## config.mk

```make
export PLATFORM = sky130hd
export DESIGN_NAME = vntf_div_step
export DESIGN_NICKNAME = d
export VERILOG_FILES = /design/src/rtl/vntf_pkg.sv /design/src/rtl/vntf_div_step.sv
export SDC_FILE = /design/constraint.sdc
export NUM_CORES = 1
export LEC_CHECK = 0
export BUFFER_PORTS_ARGS = -buffer_cell sky130_fd_sc_hd__buf_2
export CORE_AREA = 2 2 205 207
export CTS_CLUSTER_SIZE = 20
export DETAILED_ROUTE_END_ITERATION = 6
export DIE_AREA = 0 0 207 209
export GPL_ROUTABILITY_DRIVEN = 1
export SLEW_MARGIN = 25
export SYNTH_ARGS = -nofsm -noshare
export SYNTH_HDL_FRONTEND = slang
export SYNTH_SLANG_ARGS = --single-unit
```

## constraint.sdc

```tcl
create_clock -name clk -period 5.1 [get_ports clk]
set_clock_uncertainty 0.2 [all_clocks]
set_input_delay 0.51 -clock clk [delete_from_list [all_inputs] [get_ports clk]]
set_output_delay 0.51 -clock clk [all_outputs]
set_load 0.1 [all_outputs]
```

## src/rtl/vntf_pkg.sv

```systemverilog
// shared constants, types and helpers of the value noise texture factor block
`timescale 1ns / 1ps

package vntf_pkg;

  // noise octaves summed per transaction
  localparam int OCTAVES = 3;

  // field widths
  localparam int PW    = 32;
  localparam int AMPW  = 24;
  localparam int AMW   = AMPW - 1;
  localparam int SEEDW = 32;
  localparam int FACW  = 24;

  // lattice coordinate: index and fraction
  localparam int FRW   = 16;
  localparam int IDXW  = 32;
  localparam int CRW   = IDXW + FRW;

  // divider: numerator is |p| * 2^(16 + OCTAVES - 1)
  localparam int SH    = FRW + OCTAVES - 1;
  localparam int QW    = PW + SH;
  localparam int RW    = PW - 1;

  // hash
  localparam int HW = 32;
  localparam logic [HW-1:0] K_SEED = 32'd374761393;
  localparam logic [HW-1:0] K_I    = 32'd3266489917;
  localparam logic [HW-1:0] K_J    = 32'd2246822519;
  localparam logic [HW-1:0] K_K    = 32'd668265263;
  localparam logic [HW-1:0] K_MIX  = 32'd2654435761;
  localparam int SHR_A = 15;
  localparam int SHR_B = 13;

  // octave pipeline depth
  localparam int OCT_LAT = 7;

  // weighted octave sum and final scaling
  localparam int SW    = HW + OCTAVES;
  localparam int SPLIT = 18;
  localparam int PRW   = AMW + SW;
  localparam int TSH   = 31;
  localparam int TW    = PRW - TSH;
  localparam int DIVD  = (1 << OCTAVES) - 1;
  localparam int DIVK  = TW + OCTAVES;
  localparam int MW    = TW + 2;
  localparam logic [63:0] RECIP64 = ((64'd1 << DIVK) + 64'(DIVD) - 64'd1) / 64'(DIVD);
  localparam logic [MW-1:0] RECIP = RECIP64[MW-1:0];
  localparam int QDW   = AMW + 1;
  localparam int FW    = FACW + 2;
  localparam logic [FACW-1:0] ONE_Q16 = 24'h010000;
  localparam logic [FACW-1:0] FAC_MAX = 24'hFFFFFF;

  typedef struct packed {
    logic [RW-1:0] rem;
    logic [QW-1:0] nq;
    logic          neg;
  } div_t;

  typedef struct packed {
    logic             bypass;
    logic [AMW-1:0]   amp;
    logic [SEEDW-1:0] seed;
    logic [RW-1:0]    dvs;
  } side_t;

  typedef struct packed {
    logic           bypass;
    logic [AMW-1:0] amp;
  } tex_t;

  typedef struct packed {
    logic [IDXW-1:0] idx;
    logic [FRW-1:0]  frac;
  } coord_t;

  typedef struct packed {
    logic [FACW-1:0] factor;
    logic            sat;
  } res_t;

  // product modulo 2^32
  function automatic logic [HW-1:0] mul32(input logic [HW-1:0] a, input logic [HW-1:0] b);
    logic [HW-1:0] p;
    p = a * b;
    return p;
  endfunction

endpackage

```

## src/rtl/vntf_div_step.sv

```systemverilog
// one restoring division step for the three lattice axes
`timescale 1ns / 1ps

module vntf_div_step (
  input  logic                       clk,
  input  logic                       en,
  input  logic [vntf_pkg::RW-1:0]    dvs_i,
  input  vntf_pkg::div_t [2:0]       div_i,
  output vntf_pkg::div_t [2:0]       div_o
);

  vntf_pkg::div_t [2:0]         div_nxt;
  vntf_pkg::div_t [2:0]         div_r;
  logic [2:0][vntf_pkg::RW:0]   trial;
  logic [2:0][vntf_pkg::RW:0]   diff;
  logic [2:0]                   ge;

  always_comb begin
    for (int a = 0; a < 3; a++) begin
      trial[a] = {div_i[a].rem, div_i[a].nq[vntf_pkg::QW-1]};
      diff[a]  = trial[a] - {1'b0, dvs_i};
      ge[a]    = (trial[a] >= {1'b0, dvs_i});
      div_nxt[a].rem = ge[a] ? diff[a][vntf_pkg::RW-1:0] : trial[a][vntf_pkg::RW-1:0];
      div_nxt[a].nq  = {div_i[a].nq[vntf_pkg::QW-2:0], ge[a]};
      div_nxt[a].neg = div_i[a].neg;
    end
  end

  always_ff @(posedge clk) begin
    if (en) begin
      div_r <= div_nxt;
    end
  end

  assign div_o = div_r;

endmodule

```

Yosys cells after proc, flatten, opt, wreduce, memory -nomap -nowiden
Index checks and enable logic that the tools add are counted.
{"block": "word_totals", "regBits": 246, "latch_bits": 0, "mem_bits_rw": 0, "rom_bits": 0, "input_bits": 279, "out_inout_bits": 246, "n_memories": 0}
{"block": "classes", "n_addsub": 3, "n_mul": 0, "div_mod_pow": 0, "n_lt_le_gt_ge": 3, "eq_ne": 0, "shift": 0, "muxes": 3, "n_bitwise": 0, "reduce_logical": 0}
{"cell": "$ge A32 B31 Y1", "n": 3}
{"cell": "$mux W31", "n": 3}
{"cell": "$sub A31 B31 Y31", "n": 3}

Logic depth before layout (Yosys ltp)
Gate-level depths: netlist of the first run.
{"block": "logic_depth", "word_depth": 2, "depth_mapped": 14}

Worst setup path after synthesis of the first run
OpenSTA, ideal clock, no wires.
{"block": "synth_path", "path_kind": "input-to-reg", "from": "in div_i[214] (netlist name)", "to": "reg div_r (netlist bit div_o[245]), data pin", "setup_time_ns": 0.260, "t_arrival_ns": 2.944, "path_slack_ns": 1.696, "path_stages": 12, "path_cell_list": "inv_1 -> ha_1 -> fa_1 -> nor2b_1 -> o21bai_1 -> a31o_2 -> a21oi_1 -> a41oi_1 -> a2111oi_0 -> a21oi_1 -> xnor2_1 -> mux2_2"}
{"item": "start: declaration", "line": "vntf_div_step.sv:8", "rtl": "input vntf_pkg::div_t [2:0] div_i,"}
{"item": "end signal: assignment", "line": "vntf_div_step.sv:31", "rtl": "div_r <= div_nxt;"}
{"item": "end: declaration", "line": "vntf_div_step.sv:13", "rtl": "vntf_pkg::div_t [2:0] div_r;"}

==> results.sh, run 1 <==
export IMPL_wl_um=54000
export IMPL_drt_pass1_iter_count=5
export IMPL_slowest_delay_ns=0.56
export IMPL_crit_type="in2reg"
export IMPL_antenna_found_initial=19
export IMPL_area_growth_pct=42.9
export IMPL_die_x_um=207
export IMPL_wl_per_cell_um=22.7
export IMPL_clockBufferDepth=3
export IMPL_cp_end_kind="flop"
export IMPL_fin_crit_sh_pct=70.2
export IMPL_cts_tree="yes"
export IMPL_crit_path_cell_trace="buf_2 -> inv_1 -> ha_1 -> nand4_1 -> a211oi_1 -> nor3_2 -> o211ai_1 -> nor4b_1 -> o21ai_0 -> a21boi_4 -> buf_4 -> o21ai_0"
export IMPL_power_density_nw_per_um2=405
export IMPL_core_area_um2=41300
export IMPL_grt_max_degree=95
export IMPL_cts_made_buffers=29
export IMPL_slowest_stage="a21boi_4"
export IMPL_synth_seq_area_share_pct=54.6
export IMPL_cts_clk_slew_worst_paths_ns=0.06
export IMPL_dieArea_um2=43300
export IMPL_hold_viol=0
export IMPL_ys_flop_type="edfxtp_1"
export IMPL_dp_hpwl_um=41700
export IMPL_place_gp_congestion=0.929
export IMPL_syn_area_per_cell_um2=11.9
export IMPL_postRouteAntennaNets=0
export IMPL_start_kind="primary input"
export IMPL_crit_arrival_ns=3.69
export IMPL_dpl_worst_slack_ns=0.908
export IMPL_worst_pin_slew_ns=0.797
export IMPL_drive_gt1_share_pct=35.3
export IMPL_synth_edf_count=246
export IMPL_p_sw_share_pct=42.0
export IMPL_fin_crit_ns=3.58
export IMPL_track_usage_pct=23.9
export IMPL_p_leak_uw=0.00839
export IMPL_synth_top_cells_by_area="edfxtp_1 (55%), ha_1 (8.6%), mux2_2 (4.9%)"
export IMPL_fmaxAchievable_mhz=279
export IMPL_setup_violations=0
export IMPL_overflow=0
export IMPL_postSynth_asyncResetShare_pct=0
export IMPL_num_nets_final=2189
export IMPL_htree_num_levels=1
export IMPL_synthCells=1133
export IMPL_ys_ff_latch=246
export IMPL_seqPwrFrac_pct=32.8
export IMPL_cts_resized=0
export IMPL_pin_count=525
export IMPL_p_clk_share_pct=28.2
export IMPL_worstPathRequired_ns=5.21
export IMPL_worst_slack_ns=1.52
export IMPL_status="finished, final reports clean"
export IMPL_slew_viol_final=0
export IMPL_drv_cap=0
export IMPL_initial_core_util_pct=32.8
export IMPL_p_int_uw=4550
export IMPL_clock_sinks=246
export IMPL_fin_setup_tns_ns=0
export IMPL_ys_types=65
export IMPL_vias=12000
export IMPL_yosysTopAreaCell="edfxtp_1"
export IMPL_syn_area_um2=13500
export IMPL_grt_first_pass_wirelength_um=77700
export IMPL_synth_nets=1508
export IMPL_hp_class="in2reg"
export IMPL_rsz0062_at_grt="no"
export IMPL_rows=75
export IMPL_die_y_um=209
export IMPL_drc=0
export IMPL_yosys_warnings=0
export IMPL_critPathMostFrequentCell="o21ai_0"
export IMPL_via_per_inst=5.03
export IMPL_p_sw_uw=3290
export IMPL_largest_reg_flops=246
export IMPL_crit_fanout=34
export IMPL_port_buffers=524
export IMPL_synth_top_cell_area_share_pct=54.6
export IMPL_p_comb_share_pct=38.9
export IMPL_grt_pass1_vias=12000
export IMPL_drt_iter0_drc=761
export IMPL_cts_root_buf="clkbuf_16"
export IMPL_vdd_ir_drop_worst_uv=257
export IMPL_slew_headroom_pct=46.9
[cell type report]
| class | instances | area, um2 |
|---|---|---|
| fillers | 3845 | 21900 |
| inverters | 55 | 206 |
| flip-flops and latches | 246 | 7390 |
| clock buffers | 33 | 741 |
| diodes | 9 | 22.5 |
| well taps | 539 | 674 |
| clock inverters | 18 | 258 |
| multi-input cells | 801 | 5840 |
| repair buffers | 681 | 4220 |
[final timing paths]
| check | startpoint | end | slack, ns | depth (start not counted) |
|---|---|---|---|---|
| setup / recovery | dvs_i[6] | div_o[54] | 1.52 | 12 |
| hold / removal | div_i[77] | div_o[78] | 0.03 | 3 |
[routing by layer]
metal | global-route usage, % | part of all wire (%) | vias to the layer above
met5 | 0 | 0.21 | -
met4 | 8.30 | 3.4 | 20
met3 | 7.21 | 8.1 | 92
met2 | 41.5 | 49 | 490
met1 | 28.0 | 39 | 5698
li1 | - | - | 5685
[cell usage after synthesis, types with 4 or more instances]
cell / instances
clkbuf_1: 21
a211oi_1: 9
o31a_1: 4
ha_1: 93
a21oi_1: 92
nor4_1: 7
nand4_1: 9
mux2_2: 59
nand2_1: 89
a31oi_1: 12
o41ai_1: 5
and2_1: 4
nor3_1: 14
o21ai_0: 80
o21bai_1: 14
xnor2_1: 49
nand2b_1: 10
nor2_1: 50
o31ai_1: 7
inv_1: 55
mux2i_1: 8
xor2_1: 27
buf_2: 10
o21a_1: 8
a41oi_1: 5
edfxtp_1: 246
a21boi_0: 4
nor2b_1: 14
nand3_1: 26
and3_1: 10
a21o_1: 41
[layout by cell type, fill, tap and decap left out, types with 5 or more instances in the layout]
cell type	n
buf_2	523
edfxtp_1	246
dlygate4sd3_1	150
ha_1	93
a21oi_1	91
nand2_1	89
o21ai_0	80
mux2_2	59
inv_1	55
nor2_1	50
xnor2_1	49
a21o_1	41
clkbuf_16	29
xor2_1	27
nand3_1	26
nor3_1	14
nor2b_1	14
o21bai_1	14
a31oi_1	12
nand2b_1	10
and3_1	10
diode_2	9
nand4_1	9
a211oi_1	9
o21a_1	8
mux2i_1	8
nor4_1	7
o31ai_1	7
bufinv_16	6
a41oi_1	5
o41ai_1	5
[kinds of logic after synthesis]
group	Yosys count	synth area share [%]
multiplexers	67	5.50
flip-flops	246	54.6
XOR/XNOR	76	4.92
AND/OR/NAND/NOR	250	8.79
AO/OA/AOI/OAI	312	14.7
adder cells (fa/ha/maj)	96	9.04
buffers and inverters	86	2.48
[power by group through the flow]
stage,Combinational [uW],Clock (uW),Sequential (uW)
3_3_place_gp,2940,0,2610
3_5_place_dp,2950,0,2610
4_1_cts,3060,2260,2570
2_1_floorplan,714,0,4210
5_1_grt,3190,2340,2590
6_report,3050,2210,2570
[what timing repair did]
action	in CTS	in global routing
buffers inserted	0	0
hold buffers	150	0
endpoints found under the hold margin	150	0
[stage by stage]
step / total power (uW) / util, % / hold WS [ns] / cells / cell area, um2
2_1_floorplan: 4920 / - / 0.409 / 1133 / 13500
3_3_place_gp: 5550 / 40.7 / 0.488 / 2171 / 16800
3_5_place_dp: 5560 / 40.7 / 0.488 / 2171 / 16800
4_1_cts: 7890 / 46.8 / 0.0106 / 2372 / 19300
5_1_grt: 8120 / 46.8 / 0.0225 / 2376 / 19300
6_report: 7830 / 46.9 / 0.0343 / 2382 / 19300
[worst max-delay path: cells and delay by family]
| family | cells | cell delay (ns) |
|---|---|---|
| simple gates | 3 | 0.81 |
| fa+ha+maj | 1 | 0.35 |
| compound gates | 5 | 1.28 |
| buf+inv | 3 | 0.70 |
Power figures use the tool's default switching activity.
==> inputs of run 2 (changes only) <==
==> constraint.sdc (replaced) <==
create_clock -name clk -period 3.5 [get_ports clk]
set_clock_uncertainty 0.2 [all_clocks]
set_input_delay 0.35 -clock clk [delete_from_list [all_inputs] [get_ports clk]]
set_output_delay 0.35 -clock clk [all_outputs]
set_load 0.1 [all_outputs]
==> results.sh, run 2 (synthesis gave the netlist of run 1 again) <==
export IMPL_area_growth_pct=55.7
export IMPL_port_buffers=524
export IMPL_p_clk_share_pct=28.4
export IMPL_drv_cap=0
export IMPL_dieArea_um2=43300
export IMPL_seqPwrFrac_pct=31.8
export IMPL_min_from="div_i[232]"
export IMPL_drc=0
export IMPL_vias=12700
export IMPL_slowest_stage="dlygate4sd3_1"
export IMPL_place_gp_congestion=0.920
export IMPL_wirelength_met1_um=21900
export IMPL_worstPathRequired_ns=3.61
export IMPL_postRouteAntennaNets=0
export IMPL_power_density_nw_per_um2=559
export IMPL_layout_common_cells="buf_2 (523), edfxtp_1 (246), dlygate4sd3_1 (239)"
export IMPL_cts_made_buffers=29
export IMPL_hold_path_end="div_o[233]"
export IMPL_whs_path_depth=3
export IMPL_worst_slack_ns=0.0978
export IMPL_core_area_um2=41300
export IMPL_grt_pass1_vias=12900
export IMPL_initial_core_util_pct=32.8
export IMPL_overflow=0
export IMPL_crit_type="in2reg"
export IMPL_route_met2_wl_um=26700
export IMPL_p_leak_uw=0.00927
export IMPL_grt_max_degree=86
export IMPL_fmaxAchievable_mhz=294
export IMPL_worst_pin_slew_ns=0.728
export IMPL_rows=75
export IMPL_p_comb_share_pct=39.8
export IMPL_hp_class="in2reg"
export IMPL_die_y_um=209
export IMPL_crit_path_cell_trace="dlygate4sd3_1 -> buf_2 -> inv_1 -> ha_1 -> fa_1 -> nor2b_1 -> o31a_1 -> o31a_1 -> a31oi_4 -> o21ai_2 -> or3_1 -> a31oi_1 -> xnor2_1 -> mux2_2"
export IMPL_p_sw_uw=4890
export IMPL_via_per_inst=4.93
export IMPL_cts_clk_slew_worst_paths_ns=0.07
export IMPL_hold_viol=0
export IMPL_start_kind="primary input"
export IMPL_final_common_cell="buf_2"
export IMPL_dp_hpwl_um=42500
export IMPL_place_inst=2266
export IMPL_wl_met3_um=3960
export IMPL_cts_root_buf="clkbuf_16"
export IMPL_fin_crit_ns=3.40
export IMPL_top_layer="met5"
export IMPL_clockBufferDepth=3
export IMPL_grt_first_pass_wirelength_um=80000
export IMPL_fin_crit_sh_pct=97.2
export IMPL_drive_gt1_share_pct=37.3
export IMPL_power_uw=11800
export IMPL_drt_pass1_iter_count=4
export IMPL_cp_end_kind="flop"
export IMPL_die_x_um=207
export IMPL_pin_count=525
export IMPL_num_nets_final=2374
export IMPL_p_sw_share_pct=41.4
export IMPL_crit_arrival_ns=3.51
export IMPL_critPathMostFrequentCell="o31a_1"
export IMPL_largest_reg_flops=246
export IMPL_track_usage_pct=24.5
export IMPL_setup_violations=0
export IMPL_vdd_ir_drop_worst_uv=372
export IMPL_p_int_uw=6900
export IMPL_wl_um=55200
export IMPL_status="finished, final reports clean"
export IMPL_wl_per_cell_um=21.5
export IMPL_drt_iter0_drc=727
export IMPL_slowest_delay_ns=0.52
export IMPL_final_cells=2565
export IMPL_cts_tree="yes"
export IMPL_htree_num_levels=1
export IMPL_crit_fanout=5
export IMPL_antenna_found_initial=11
export IMPL_slew_headroom_pct=51.5
export IMPL_rsz0062_at_grt="no"
export IMPL_slew_viol_final=0
export IMPL_dpl_worst_slack_ns=-0.238
export IMPL_clock_sinks=246
==> run 2: changes by cell type in the layout (fill, tap and decap cells not counted), sizes merged, moves of 2 or more <==
cell / change
clkinvlp: -2
dlygate4sd3: +89
inv: +3
buf: +96
diode: -3
==> run 2: metrics by stage <==
step	utilization (%)	cell area [um2]	TNS, ns	hold slack, ns
after floorplan	-	13500	0	0.249
after global placement	42.5	17600	-5.61	0.328
after detailed placement	42.5	17600	-6.57	0.328
after CTS	50.8	21000	0	0.0254
after global routing	51.0	21100	0	0.0421
final	51.0	21100	0	0.0352
==> run 2: power groups by stage <==
stage	logic, uW	clock network [uW]	registers, uW
2_1_floorplan	1040	0	6130
3_3_place_gp	4430	0	3800
3_5_place_dp	4450	0	3800
4_1_cts	4690	3420	3750
5_1_grt	4910	3540	3770
6_report	4700	3350	3750
==> run 2: repair_timing <==
action	4_1_cts	5_1_grt
resized for setup	0	17
setup endpoints to repair	0	57
buffers inserted	0	2
hold endpoints to repair	239	0
hold buffers	239	0
==> run 2: how the worst max path moves through the flow <==
stage / start / slack, ns / cells past startpoint / to
floorplan: div_i[214] / 0.26 / 12 / div_o[245]
global placement: dvs_i[14] / -0.21 / 13 / div_o[238]
detailed placement: dvs_i[0] / -0.24 / 13 / div_o[245]
CTS: div_i[50] / 0.02 / 16 / div_o[59]
global route: div_i[132] / 0.0002 / 14 / div_o[137]
finish: div_i[132] / 0.1 / 14 / div_o[159]
==> run 2: critical path: cells and delay by family <==
| family | cells | cell delay (ns) |
|---|---|---|
| AOI/OAI and AO/OA | 5 | 1.22 |
| buffers and inverters | 3 | 0.73 |
| and+or+nand+nor | 2 | 0.45 |
| adders and majority gates | 2 | 0.40 |
| muxes | 1 | 0.27 |
| xor gates and xnor gates | 1 | 0.09 |
==> run 2: area by class of cell <==
class                           instances  area (um2)
Clock buffer                           33         741
Sequential cell                       246        7390
Multi-Input combinational cell        801        5880
Inverter                               55         206
Tap cell                              539         674
Clock inverter                         19         295
Antenna cell                            6        15.0
Timing Repair Buffer                  866        5880
Fill cell                            3733       20200
==> run 2: routing by layer <==
metal	vias up	track usage [%]
li1	6039	-
met1	5988	28.9
met2	525	42.0
met3	96	6.30
met4	10	10.9
met5	-	0
